File: config.mk
export PLATFORM = sky130hd
export DESIGN_NAME = serial_message_framer_unit
export DESIGN_NICKNAME = d
export VERILOG_FILES = /design/src/rtl/smf_pkg.sv /design/src/rtl/smf_ram.sv /design/src/rtl/smf_ingest.sv /design/src/rtl/serial_message_framer_unit.sv
export SDC_FILE = /design/constraint.sdc
export NUM_CORES = 1
export LEC_CHECK = 0
export ABC_AREA = 0
export BUFFER_PORTS_ARGS = -buffer_cell sky130_fd_sc_hd__clkbuf_2
export CORE_MARGIN = 2
export CORE_UTILIZATION = 50
export CTS_BUF_LIST = sky130_fd_sc_hd__clkbuf_4
export DETAILED_ROUTE_END_ITERATION = 12
export PLACE_DENSITY = 0.64
export SYNTH_ARGS = -nofsm -noshare
export SYNTH_HDL_FRONTEND = slang
export SYNTH_SLANG_ARGS = --single-unit
File: constraint.sdc
create_clock -name aclk -period 12.8 [get_ports aclk]
set_clock_uncertainty 0.15 [all_clocks]
set_input_delay 1.28 -clock aclk [delete_from_list [all_inputs] [get_ports aclk]]
set_output_delay 1.28 -clock aclk [all_outputs]
set_load 0.03 [all_outputs]
File: src/rtl/smf_pkg.sv
// ----------------------------------------------------------------------------
// smf_pkg
// Shared types and constants of the serial message framer: byte codes,
// register indexes, configuration and ingest status structs.
// ----------------------------------------------------------------------------
package smf_pkg;

    localparam int LEN_W  = 7;
    localparam int POS_W  = 6;
    localparam int BYTE_W = 8;
    localparam int IDX_W  = 3;

    typedef logic [LEN_W-1:0]  len_t;
    typedef logic [BYTE_W-1:0] byte_t;

    // special byte codes
    localparam byte_t BYTE_LF    = 8'h0A;
    localparam byte_t BYTE_CR    = 8'h0D;
    localparam byte_t BYTE_SPACE = 8'h20;
    localparam byte_t BYTE_TAB   = 8'h09;
    localparam byte_t BYTE_FF    = 8'hFF;
    localparam byte_t BYTE_QHEAD = 8'h71;

    // minimum fill before a triple 0xFF terminator counts
    localparam len_t MIN_FILL_QHEAD = 7'd7;
    localparam len_t MIN_FILL_FF    = 7'd2;

    // register indexes
    localparam logic [IDX_W-1:0] CFG_MAX_LENGTH   = 3'd0;
    localparam logic [IDX_W-1:0] CFG_IGNORE_LF    = 3'd1;
    localparam logic [IDX_W-1:0] CFG_TRIPLE_FF    = 3'd2;
    localparam logic [IDX_W-1:0] CFG_KEEP_DELIM   = 3'd3;
    localparam logic [IDX_W-1:0] CFG_PASS_EMPTY   = 3'd4;
    localparam logic [IDX_W-1:0] CFG_SKIP_SPACE   = 3'd5;

    typedef struct packed {
        len_t max_length;
        logic ignore_lf;
        logic triple_ff_mode;
        logic keep_delimiter;
        logic pass_empty;
        logic skip_leading_space;
    } cfg_t;

    // message completion status from the ingest stage
    typedef struct packed {
        logic done;
        len_t length;
    } ingest_t;

endpackage

File: src/rtl/smf_ram.sv
// ----------------------------------------------------------------------------
// smf_ram
// Generic single-port-write, single-port-read RAM with registered read data.
// ----------------------------------------------------------------------------
module smf_ram #(
    parameter int WIDTH = 8,
    parameter int DEPTH = 64
) (
    input  logic                     aclk,
    input  logic                     we,
    input  logic [$clog2(DEPTH)-1:0] waddr,
    input  logic [WIDTH-1:0]         wdata,
    input  logic                     re,
    input  logic [$clog2(DEPTH)-1:0] raddr,
    output logic [WIDTH-1:0]         rdata
);

    logic [WIDTH-1:0] mem [DEPTH];

    // write port
    always_ff @(posedge aclk) begin
        if (we) begin
            mem[waddr] <= wdata;
        end
    end

    // registered read, holds while not enabled
    always_ff @(posedge aclk) begin
        if (re) begin
            rdata <= mem[raddr];
        end
    end

endmodule

File: src/rtl/smf_ingest.sv
// ----------------------------------------------------------------------------
// smf_ingest
// Per-byte framing decision: drop, skip, store or terminate. Keeps the fill
// count and shadow flags for the terminator test, drives the store writes.
// ----------------------------------------------------------------------------
module smf_ingest #(
    parameter int MAX_MESSAGE = 64,
    parameter int ADDR_W      = 6
) (
    input  logic                 aclk,
    input  logic                 aresetn,
    input  smf_pkg::cfg_t        cfg,
    input  logic                 accept,
    input  smf_pkg::byte_t       in_byte,
    output logic                 wr_en,
    output logic [ADDR_W-1:0]    wr_addr,
    output smf_pkg::byte_t       wr_data,
    output smf_pkg::ingest_t     status
);

    localparam smf_pkg::len_t MAX_LEN = smf_pkg::len_t'(MAX_MESSAGE);

    smf_pkg::len_t fill_reg, fill_next;
    logic [1:0]    trail_ff_reg, trail_ff_next;
    logic          first_q_reg, first_q_next;

    logic          lf_drop, cr_term, ff_term, delim, is_space, skip, active;
    logic          store, strip, is_ff;
    smf_pkg::len_t limit, min_fill, fill_inc, fill_after;

    // framing decision for the offered byte
    always_comb begin
        is_ff    = (in_byte == smf_pkg::BYTE_FF);
        limit    = (cfg.max_length == '0 || cfg.max_length > MAX_LEN) ? MAX_LEN
                                                                     : cfg.max_length;
        min_fill = first_q_reg ? smf_pkg::MIN_FILL_QHEAD : smf_pkg::MIN_FILL_FF;
        lf_drop  = (in_byte == smf_pkg::BYTE_LF) && cfg.ignore_lf;
        cr_term  = (in_byte == smf_pkg::BYTE_CR) && !cfg.triple_ff_mode;
        ff_term  = cfg.triple_ff_mode && is_ff && (fill_reg >= min_fill)
                   && (trail_ff_reg == 2'd2);
        delim    = cr_term || ff_term;
        is_space = (in_byte == smf_pkg::BYTE_SPACE) || (in_byte == smf_pkg::BYTE_TAB);
        skip     = !delim && (fill_reg == '0) && cfg.skip_leading_space && is_space;
        active   = accept && !lf_drop && !skip;
        store    = active && (!delim || cfg.keep_delimiter) && (fill_reg < MAX_LEN);
        strip    = active && ff_term && !cfg.keep_delimiter;
        fill_inc = fill_reg + (store ? 7'd1 : 7'd0);
        fill_after = strip ? (fill_inc - 7'd2) : fill_inc;

        status.length = fill_after;
        if (!active) begin
            status.done = 1'b0;
        end else if (delim) begin
            status.done = (fill_after != '0) || cfg.pass_empty;
        end else begin
            status.done = (fill_after >= limit);
        end
    end

    // fill count and shadow flags
    always_comb begin
        fill_next     = status.done ? '0 : fill_after;
        first_q_next  = first_q_reg;
        trail_ff_next = trail_ff_reg;
        if (store && fill_reg == '0) begin
            first_q_next = (in_byte == smf_pkg::BYTE_QHEAD);
        end
        if (fill_next == '0) begin
            trail_ff_next = 2'd0;
        end else if (store) begin
            if (!is_ff) begin
                trail_ff_next = 2'd0;
            end else if (trail_ff_reg != 2'd2) begin
                trail_ff_next = trail_ff_reg + 2'd1;
            end
        end
    end

    always_ff @(posedge aclk) begin
        if (!aresetn) begin
            fill_reg     <= '0;
            trail_ff_reg <= 2'd0;
            first_q_reg  <= 1'b0;
        end else begin
            fill_reg     <= fill_next;
            trail_ff_reg <= trail_ff_next;
            first_q_reg  <= first_q_next;
        end
    end

    // store write port
    assign wr_en   = store;
    assign wr_addr = fill_reg[ADDR_W-1:0];
    assign wr_data = in_byte;

endmodule

File: src/rtl/serial_message_framer_unit.sv
// ----------------------------------------------------------------------------
// serial_message_framer_unit
// Collects received bytes into a message store and sends each completed
// message out as a run of words with position, length, empty flag and last.
// ----------------------------------------------------------------------------
// Output: the first word of a message is offered after the store read state
// entered at the edge accepting the word completing it; an empty message
// word is offered right after that edge. Input: a byte that does not end a
// message is taken without holding off further bytes; a run of words holds
// input off until its last word is accepted, output stalls included. Reset:
// control state, configuration and ingest registers take reset values, not the
// run registers; the store is never cleared (only written entries are read).
module serial_message_framer_unit #(
    parameter int MAX_MESSAGE = 64
) (
    input  logic        aclk,
    input  logic        aresetn,
    // configuration write port
    input  logic        cfg_wen,
    input  logic [2:0]  cfg_index,
    input  logic [6:0]  cfg_wdata,
    // input stream
    input  logic        s_tvalid,
    output logic        s_tready,
    input  logic [7:0]  s_tdata,   // [7:0] rx_byte
    // result stream
    output logic        m_tvalid,
    input  logic        m_tready,
    output logic [23:0] m_tdata,   // [7:0] msg_byte, [13:8] byte_position,
                                   // [20:14] msg_length, [23:21] zero
    output logic        m_tuser,   // [0] is_empty
    output logic        m_tlast
);

    localparam int ADDR_W = $clog2(MAX_MESSAGE);

    localparam logic [1:0] ST_IDLE = 2'd0;
    localparam logic [1:0] ST_READ = 2'd1;
    localparam logic [1:0] ST_SEND = 2'd2;

    logic [1:0]              state_reg, state_next;
    smf_pkg::len_t           len_reg, len_next;
    logic [smf_pkg::POS_W-1:0] pos_reg, pos_next;
    logic                    empty_reg, empty_next;
    smf_pkg::cfg_t           cfg_reg;

    logic                    s_accept, m_accept, is_last;
    logic                    wr_en, rd_en;
    logic [ADDR_W-1:0]       wr_addr;
    smf_pkg::byte_t          wr_data, rd_data;
    smf_pkg::ingest_t        status;

    // configuration registers
    always_ff @(posedge aclk) begin
        if (!aresetn) begin
            cfg_reg.max_length         <= 7'd64;
            cfg_reg.ignore_lf          <= 1'b0;
            cfg_reg.triple_ff_mode     <= 1'b0;
            cfg_reg.keep_delimiter     <= 1'b0;
            cfg_reg.pass_empty         <= 1'b0;
            cfg_reg.skip_leading_space <= 1'b0;
        end else if (cfg_wen) begin
            case (cfg_index)
                smf_pkg::CFG_MAX_LENGTH: cfg_reg.max_length         <= cfg_wdata;
                smf_pkg::CFG_IGNORE_LF:  cfg_reg.ignore_lf          <= cfg_wdata[0];
                smf_pkg::CFG_TRIPLE_FF:  cfg_reg.triple_ff_mode     <= cfg_wdata[0];
                smf_pkg::CFG_KEEP_DELIM: cfg_reg.keep_delimiter     <= cfg_wdata[0];
                smf_pkg::CFG_PASS_EMPTY: cfg_reg.pass_empty         <= cfg_wdata[0];
                smf_pkg::CFG_SKIP_SPACE: cfg_reg.skip_leading_space <= cfg_wdata[0];
                default: begin
                end
            endcase
        end
    end

    assign s_tready = (state_reg == ST_IDLE);
    assign s_accept = s_tvalid && s_tready;
    assign m_tvalid = (state_reg == ST_SEND);
    assign m_accept = m_tvalid && m_tready;
    assign is_last  = empty_reg || (({1'b0, pos_reg} + 7'd1) == len_reg);

    smf_ingest #(
        .MAX_MESSAGE (MAX_MESSAGE),
        .ADDR_W      (ADDR_W)
    ) u_ingest (
        .aclk    (aclk),
        .aresetn (aresetn),
        .cfg     (cfg_reg),
        .accept  (s_accept),
        .in_byte (s_tdata),
        .wr_en   (wr_en),
        .wr_addr (wr_addr),
        .wr_data (wr_data),
        .status  (status)
    );

    smf_ram #(
        .WIDTH (smf_pkg::BYTE_W),
        .DEPTH (MAX_MESSAGE)
    ) u_store (
        .aclk  (aclk),
        .we    (wr_en),
        .waddr (wr_addr),
        .wdata (wr_data),
        .re    (rd_en),
        .raddr (pos_next[ADDR_W-1:0]),
        .rdata (rd_data)
    );

    // run sequencer: start read, then one word per handshake
    always_comb begin
        state_next = state_reg;
        len_next   = len_reg;
        pos_next   = pos_reg;
        empty_next = empty_reg;
        rd_en      = 1'b0;
        case (state_reg)
            ST_IDLE: begin
                if (status.done) begin
                    len_next   = status.length;
                    pos_next   = '0;
                    empty_next = (status.length == '0);
                    state_next = (status.length == '0) ? ST_SEND : ST_READ;
                end
            end
            ST_READ: begin
                rd_en      = 1'b1;
                state_next = ST_SEND;
            end
            ST_SEND: begin
                if (m_accept) begin
                    if (is_last) begin
                        state_next = ST_IDLE;
                    end else begin
                        pos_next = pos_reg + 6'd1;
                        rd_en    = 1'b1;
                    end
                end
            end
            default: begin
                state_next = ST_IDLE;
            end
        endcase
    end

    always_ff @(posedge aclk) begin
        if (!aresetn) begin
            state_reg <= ST_IDLE;
        end else begin
            state_reg <= state_next;
        end
    end

    always_ff @(posedge aclk) begin
        len_reg   <= len_next;
        pos_reg   <= pos_next;
        empty_reg <= empty_next;
    end

    // result word
    assign m_tdata = {3'b000, len_reg, (empty_reg ? 6'd0 : pos_reg),
                      (empty_reg ? 8'd0 : rd_data)};
    assign m_tuser = empty_reg;
    assign m_tlast = is_last;

    // input is never taken while a run is out
    a_no_overlap: assert property (@(posedge aclk) disable iff (!aresetn)
        !(s_tready && m_tvalid))
        else $error("input ready during a message run");

    // an empty message is a single word
    a_empty_last: assert property (@(posedge aclk) disable iff (!aresetn)
        (m_tvalid && m_tuser) |-> m_tlast)
        else $error("empty message word not marked last");

    // a completed message holds off the next input
    a_done_blocks: assert property (@(posedge aclk) disable iff (!aresetn)
        (s_accept && status.done) |=> !s_tready)
        else $error("input taken right after a completed message");

    // a data word lies inside the message
    a_pos_range: assert property (@(posedge aclk) disable iff (!aresetn)
        (m_tvalid && !m_tuser) |-> ({1'b0, pos_reg} < len_reg))
        else $error("byte position beyond message length");

endmodule

==> flow_metrics.tcl, run 1 <==
set metrics [dict create \
    worstPathArrival_ns 9.86 \
    synth-seq-area-share 0.702 \
    grt_pass1_vias 15100 \
    cts_max_path_buffers 3 \
    path_common_cell "ha_1" \
    path_clk_slew_ns 0.06 \
    worst_pin_slew_ns 1.11 \
    critical_path.max_stage_delay_ns 0.82 \
    use_met1 0.357 \
    htree_levels 4 \
    row_count 79 \
    drv_slew 0 \
    syn_area_sq_um 23400 \
    cts_made_buffers 144 \
    finalCriticalPeriod_ns 9.32 \
    syn_inst 1888 \
    p_switching_mw 1.57 \
    ys_warn_count 0 \
    setup_viol 0 \
    grt_pass1_wl_um 91900 \
    grt_overflow 0 \
    power_leakage_nw 9.29 \
    crit_family "simple AND/OR/NAND/NOR gates" \
    cp_data_required_time_ns 13.34 \
    comb_power_share 0.254 \
    worst_ir_drop_vdd_uv 153 \
    async_flop_share 0 \
    io_buffers 47 \
    initialDrtViolationCount 1927 \
    pre_cts_ws_ns 2.67 \
    post-cts-setup-buffers 0 \
    crit_slowest_cell "and2_4" \
    p_seq_frac 0.429 \
    post-route-period-util 0.728 \
    power_frac_clock 0.317 \
    grt_max_degree 148 \
    dp_hpwl_um 35300 \
    whs_endpoint "cfg_reg[4]" \
    die_w_um 221 \
    drc 0 \
    postCtsResizedCells 0 \
    coreArea_sq_um 46500 \
    fin_util 0.558 \
    postRouteAntennaNets 0 \
    cp-start-kind "primary input" \
    numClockSinks 558 \
    min-delay-start "cfg_reg[4]" \
    grt_use_met2 0.384 \
    r2r_end "u_store.rdata[5]" \
    layout.nets 2035 \
    dr.pass1.iters 8 \
    drive_above_1_share 0.150 \
    final_area_sq_um 25900 \
    fmax_mhz 107 \
    use_met3 0.0738 \
    via_per_inst 5.79 \
    largest_reg_flops 512 \
    path_buf_inv 7 \
    place_area_sq_um 24100 \
    initial_core_util 0.505 \
    top_usage_layer "met2" \
    track_usage 0.258 \
    routedWlPerCell_um 22.5 \
    setup_tns_ns 0 \
    reg2reg_from "u_ingest.fill_reg[3]" \
    total_power_mw 4.75 \
    reg2reg_slack_ns 3.66 \
    end_kind "flop" \
    place.gp.congestion 0.882 \
    n_fill_cell 3876 \
    p_sw_frac 0.331 \
    r2r_cells 27 \
    cts_hold_buf 0 \
    hold_violations 0 \
    cts-root-buf "clkbuf_4" \
    crit_type "in -> reg" \
    max_cap_violations 0 \
    worst-path-max-fanout 143 \
    fp.dieH_um 221 \
    yosysUniqueCellTypes 66 \
    post-route-worst-setup-slack_ns 3.48 \
    vias 15600 \
    syn_area_per_cell_sq_um 12.4 \
    rsz0062_at_grt "false" \
    power_per_cell_area_nw_per_um2 183 \
    hold_path_depth 2 \
    hold_class "reg -> reg" \
    power.internal_mw 3.18 \
    maxSlewHeadroom 0.254 \
    area_growth_pct 10.6 \
    antenna_found_initial 4 \
    ys.flop_type "edfxtp_1" \
    synth-seq-cells 558 \
    worstSkewPairLatency_ns 0.96 \
    cts_tree "built" \
    status "completed" \
    ios 51 \
    routed_wl_um 60700 \
    die_area_sq_um 48600 \
    synth_edf_count 528 \
]
worst min-delay path, delay by kind of cell, from the launching register on:
kind / cells / cell delay (ns)
flops: 1 / 0.32
mux: 1 / 0.06
simple gates: 1 / 0.07
per-stage QoR:
step | instances | hold slack [ns]
after floorplan | 1890 | 0.301
after global placement | 2456 | 0.328
after detailed placement | 2456 | 0.337
after CTS | 2698 | 0.311
after global routing | 2701 | 0.349
final | 2701 | 0.343
power groups by stage:
stage	combinational, mW	sequential, mW	clock [mW]
4_1_cts	1.20	2.04	1.53
2_1_floorplan	0.814	2.07	0
3_3_place_gp	1.19	2.08	0
3_5_place_dp	1.20	2.08	0
5_1_grt	1.30	2.04	1.63
6_report	1.21	2.04	1.50
synthesized netlist by cell type, types with 7 or more instances:
| master | instances | area share |
|---|---|---|
| nor2b_1 | 18 | 0.0048 |
| inv_1 | 16 | 0.0026 |
| a21oi_1 | 23 | 0.0049 |
| buf_1 | 9 | 0.0014 |
| xnor2_1 | 11 | 0.0041 |
| buf_2 | 54 | 0.012 |
| and3_1 | 44 | 0.012 |
| nor2_1 | 105 | 0.017 |
| edfxtp_1 | 528 | 0.68 |
| nand2b_1 | 14 | 0.0037 |
| nor3_1 | 13 | 0.0028 |
| nand3_1 | 204 | 0.044 |
| o21ai_0 | 11 | 0.0023 |
| ha_1 | 17 | 0.0091 |
| a31oi_1 | 23 | 0.0061 |
| a32oi_1 | 21 | 0.0078 |
| nor3b_1 | 10 | 0.0032 |
| o22ai_1 | 9 | 0.0024 |
| nand3b_1 | 7 | 0.0022 |
| a311oi_1 | 17 | 0.0063 |
| buf_4 | 10 | 0.0032 |
| nand2_1 | 492 | 0.079 |
| mux2i_1 | 54 | 0.023 |
| dfxtp_1 | 30 | 0.026 |
| a221o_1 | 7 | 0.0030 |
| o211ai_1 | 17 | 0.0054 |
| xor2_1 | 10 | 0.0037 |
| clkbuf_1 | 33 | 0.0053 |
how the worst max path moves through the flow:
stage | from | end | slack, ns | cells past startpoint
detailed placement | s_tdata[1] | u_store.rdata[5] | 2.67 | 33
finish | s_tdata[1] | u_store.rdata[5] | 3.48 | 32
floorplan | s_tdata[0] | u_store.rdata[7] | 5.78 | 33
CTS | s_tdata[1] | u_store.rdata[5] | 3.70 | 33
global placement | s_tdata[1] | u_store.rdata[5] | 2.81 | 33
global route | s_tdata[1] | u_store.rdata[4] | 2.97 | 33
final cells by class:
type	count	area, sq um	area share
Sequential cell	558	16500	0.635
Multi-Input combinational cell	1202	6410	0.247
Clock buffer	208	1560	0.0602
Tap cell	607	759	0.0293
Timing Repair Buffer	69	438	0.0169
Clock inverter	34	214	0.00825
Inverter	20	83.8	0.00323
Antenna cell	3	7.51	0.000290
kinds of logic after synthesis:
| family | count (synthesis) | share of synthesized area |
|---|---|---|
| adders and majority gates | 17 | 0.00907 |
| DFF | 558 | 0.702 |
| and+or+nand+nor | 947 | 0.181 |
| other | 1 | 0.000160 |
| xor gates and xnor gates | 21 | 0.00784 |
| buffers and inverters | 130 | 0.0266 |
| muxes | 54 | 0.0230 |
| AOI/OAI and AO/OA | 160 | 0.0510 |
routing by layer:
layer  share of wire  routed length (um)  up-vias
met5         0.00020                  12        -
met1            0.43               25900     7604
met4           0.028                1720        2
met3           0.088                5330      104
met2            0.46               27800      709
li1                -                   -     7212
cells in the final DEF (no fill, tap or decap), types with 4 or more instances in the layout:
master | synthesis | routed
inv_1 | 16 | 16
o211ai_1 | 17 | 17
o31ai_1 | 4 | 4
o22ai_1 | 9 | 9
nor2b_1 | 18 | 18
a221o_1 | 7 | 7
o21ai_0 | 11 | 11
clkinv_1 | 0 | 20
dfxtp_1 | 30 | 30
mux2i_1 | 54 | 54
xnor2_1 | 11 | 11
nor4_1 | 4 | 4
and3_1 | 44 | 44
nand3b_1 | 7 | 7
nand2_1 | 492 | 492
clkbuf_4 | 0 | 208
nand2b_1 | 14 | 14
buf_4 | 10 | 19
a32o_1 | 4 | 4
a21oi_1 | 23 | 23
nand3_1 | 204 | 204
inv_2 | 4 | 11
a311oi_1 | 17 | 17
xor2_1 | 10 | 10
nor3_1 | 13 | 13
or4_1 | 5 | 5
edfxtp_1 | 528 | 528
a32oi_1 | 21 | 20
nor3b_1 | 10 | 10
ha_1 | 17 | 17
a31oi_1 | 23 | 23
nand4_1 | 5 | 5
nor2_1 | 105 | 104
clkbuf_2 | 0 | 47
Power figures use the tool's default switching activity.
==> run 2, diff against run 1 <==
--- a/config.mk
+++ b/config.mk
@@ -5,13 +5,13 @@
 export SDC_FILE = /design/constraint.sdc
 export NUM_CORES = 1
 export LEC_CHECK = 0
-export ABC_AREA = 0
+export ABC_AREA = 1
 export BUFFER_PORTS_ARGS = -buffer_cell sky130_fd_sc_hd__clkbuf_2
 export CORE_MARGIN = 2
 export CORE_UTILIZATION = 50
 export CTS_BUF_LIST = sky130_fd_sc_hd__clkbuf_4
 export DETAILED_ROUTE_END_ITERATION = 12
-export PLACE_DENSITY = 0.64
+export PLACE_DENSITY = 0.66
 export SYNTH_ARGS = -nofsm -noshare
 export SYNTH_HDL_FRONTEND = slang
 export SYNTH_SLANG_ARGS = --single-unit
==> constraint.sdc (replaced) <==
create_clock -name aclk -period 8.2 [get_ports aclk]
set_clock_uncertainty 0.15 [all_clocks]
set_input_delay 0.82 -clock aclk [delete_from_list [all_inputs] [get_ports aclk]]
set_output_delay 0.82 -clock aclk [all_outputs]
set_load 0.03 [all_outputs]
==> run 2 against run 1 <==
Against the previous run: flip-flop and latch count is the same; via count grew 20%; register-to-register slack lost 2.8 ns.
==> flow_metrics.tcl, run 2 <==
set metrics [dict create \
    area_growth_pct 10.1 \
    cp_data_required_time_ns 8.86 \
    top_layer_used "met5" \
    wl_met2_um 31000 \
    numClockSinks 558 \
    synth_top_area_frac 0.613 \
    synth_compound_area_frac 0.0118 \
    synth_edf_count 528 \
    antenna_found_initial 5 \
    crit_type "reg -> reg" \
    synth_fa_ha_area_frac 0.00822 \
    power_leakage_nw 11.5 \
    cts_hold_buf 15 \
    final_cell_mix "nand3_1, edfxtp_1, nand2_1" \
    initialDrtViolationCount 2040 \
    vias 18800 \
    worstSkewPairLatency_ns 0.98 \
    grt_max_degree 166 \
    drv_slew 0 \
    end_kind "flop" \
    worstSetupStartpoint "u_ingest.fill_reg[2]" \
    drc 0 \
    dr.pass1.iters 6 \
    drt-met1-wl_um 29300 \
    hold_violations 0 \
    yosysUniqueCellTypes 40 \
    postCtsResizedCells 0 \
    finalCriticalPeriod_ns 7.33 \
    syn_inst 2506 \
    cp-start-kind "flop" \
    yosysTopAreaCell "edfxtp_1" \
    r2r_cells 38 \
    cts_max_path_buffers 3 \
    crit_slowest_cell "clkinv_1" \
    drive_above_1_share 0.126 \
    initial_core_util 0.505 \
    synth-seq-area-share 0.636 \
    ys_top_cells_by_count "nand3_1, edfxtp_1, nand2_1" \
    cts_tree "built" \
    worst-path-max-fanout 17 \
    comb_power_share 0.431 \
    routed_wl_um 68700 \
    reg2reg_slack_ns 0.87 \
    r2r_end "u_store.rdata[2]" \
    p_switching_mw 4.23 \
    layout.nets 2648 \
    post-cts-setup-buffers 0 \
    synth_mux_area_frac 0 \
    path_clk_slew_ns 0.07 \
    max_cap_violations 0 \
    setup_viol 0 \
    setup_tns_ns 0 \
    final_common_cell "nand3_1" \
    largest_reg_flops 512 \
    io_buffers 47 \
    yosys.area_share.simple 0.252 \
    dp_hpwl_um 40000 \
    syn_area_per_cell_sq_um 10.3 \
    track_usage 0.261 \
    synth-seq-cells 558 \
    yosysMostFrequentCell "nand3_1" \
    synth_area_leaders "edfxtp_1, nand3_1, nand2_1, inv_1, nand3b_1" \
    n_fill_cell 4466 \
    coreArea_sq_um 51200 \
    post-route-period-util 0.894 \
    fmax_mhz 136 \
    status "completed" \
    maxSlewHeadroom 0.124 \
    total_power_mw 9.95 \
    min-delay-start "cfg_index[2]" \
    reg2reg_from "u_ingest.fill_reg[2]" \
    grt_pass1_vias 18200 \
    worstPathArrival_ns 7.99 \
    synth_top_family_by_area "simple AND/OR/NAND/NOR gates" \
    routedWlPerCell_um 20.3 \
    ys_warn_count 0 \
    wl_met3_um 6350 \
    htree_levels 4 \
    power_per_cell_area_nw_per_um2 349 \
    async_flop_share 0 \
    fp.dieH_um 232 \
    postRouteAntennaNets 0 \
    grt_pass1_wl_um 105000 \
    rsz0062_at_grt "false" \
    p_sw_frac 0.425 \
    place.gp.congestion 0.851 \
    via_per_inst 5.56 \
    p_seq_frac 0.325 \
    critical_path.max_stage_delay_ns 1.01 \
    cts-root-buf "clkbuf_4" \
    die_area_sq_um 53600 \
    cts_made_buffers 146 \
    fin_util 0.556 \
    grt_overflow 0 \
    path_common_cell "nand2_1" \
    ys.flop_type "edfxtp_1" \
    whs_endpoint "cfg_reg[0]" \
    worst_ir_drop_vdd_uv 249 \
    power_frac_clock 0.244 \
    ios 51 \
    hold_path_depth 3 \
    crit_family "simple AND/OR/NAND/NOR gates" \
    syn_area_sq_um 25900 \
    worst_pin_slew_ns 1.31 \
    hold_class "in -> reg" \
    power.internal_mw 5.71 \
    die_w_um 232 \
    path_buf_inv 7 \
    row_count 83 \
    synth_xor_area_frac 0.00305 \
]
[run 2: worst max-delay path by stage]
| stage | end | slack [ns] | cells past startpoint |
|---|---|---|---|
| final | u_store.rdata[2] | 0.87 | 38 |
| after global routing | u_store.rdata[5] | 0.24 | 41 |
| after CTS | u_store.rdata[5] | 0.96 | 40 |
| after detailed placement | u_store.rdata[5] | 0.77 | 39 |
| after global placement | u_store.rdata[5] | 0.93 | 40 |
| after floorplan | u_store.rdata[5] | 2.96 | 38 |
[run 2: logic make-up after synthesis]
logic type | Yosys count
compound gates | 52
xor+xnor | 9
fa+ha+maj | 17
buf+inv | 534
flops | 558
other cells | 1
simple gates | 1335
[run 2: layout make-up]
type                            instances  area [sq um]  area share
Sequential cell                       558         16500       0.578
Multi-Input combinational cell       1416          7170       0.252
Clock buffer                          216          1620      0.0569
Inverter                              397          1490      0.0523
Tap cell                              680           851      0.0299
Timing Repair Buffer                   89           688      0.0242
Clock inverter                         23           198     0.00694
Antenna cell                            3          7.51    0.000264
[run 2: layer usage]
metal / global-route usage / vias up
li1: - / 8748
met1: 0.363 / 9056
met2: 0.388 / 882
met3: 0.0645 / 123
met4: 0.116 / 4
met5: 0 / -
[run 2: per-stage QoR]
stage / instances / hold slack, ns / instance area (sq um) / worst slack, ns
after CTS: 3379 / 0.00369 / 28500 / 0.964
after detailed placement: 3125 / 0.316 / 26500 / 0.768
final: 3382 / 0.123 / 28500 / 0.869
after floorplan: 2508 / 0.286 / 25900 / 2.96
after global routing: 3382 / 0.0940 / 28500 / 0.242
after global placement: 3125 / 0.301 / 26500 / 0.928
[run 2: worst register-to-register path: cells and delay by family, from the launching register on]
family / cells / cell delay, ns
and+or+nand+nor: 20 / 2.78
adders and majority gates: 4 / 1.12
buffers and inverters: 7 / 1.45
DFF: 1 / 0.58
AOI/OAI and AO/OA: 7 / 1.12
[run 2: power groups by stage]
stage / sequential, mW / clock [mW] / combinational [mW]
2_1_floorplan: 3.28 / 0 / 3.21
3_3_place_gp: 3.29 / 0 / 4.18
3_5_place_dp: 3.29 / 0 / 4.24
4_1_cts: 3.23 / 2.47 / 4.26
5_1_grt: 3.23 / 2.62 / 4.71
6_report: 3.23 / 2.43 / 4.29
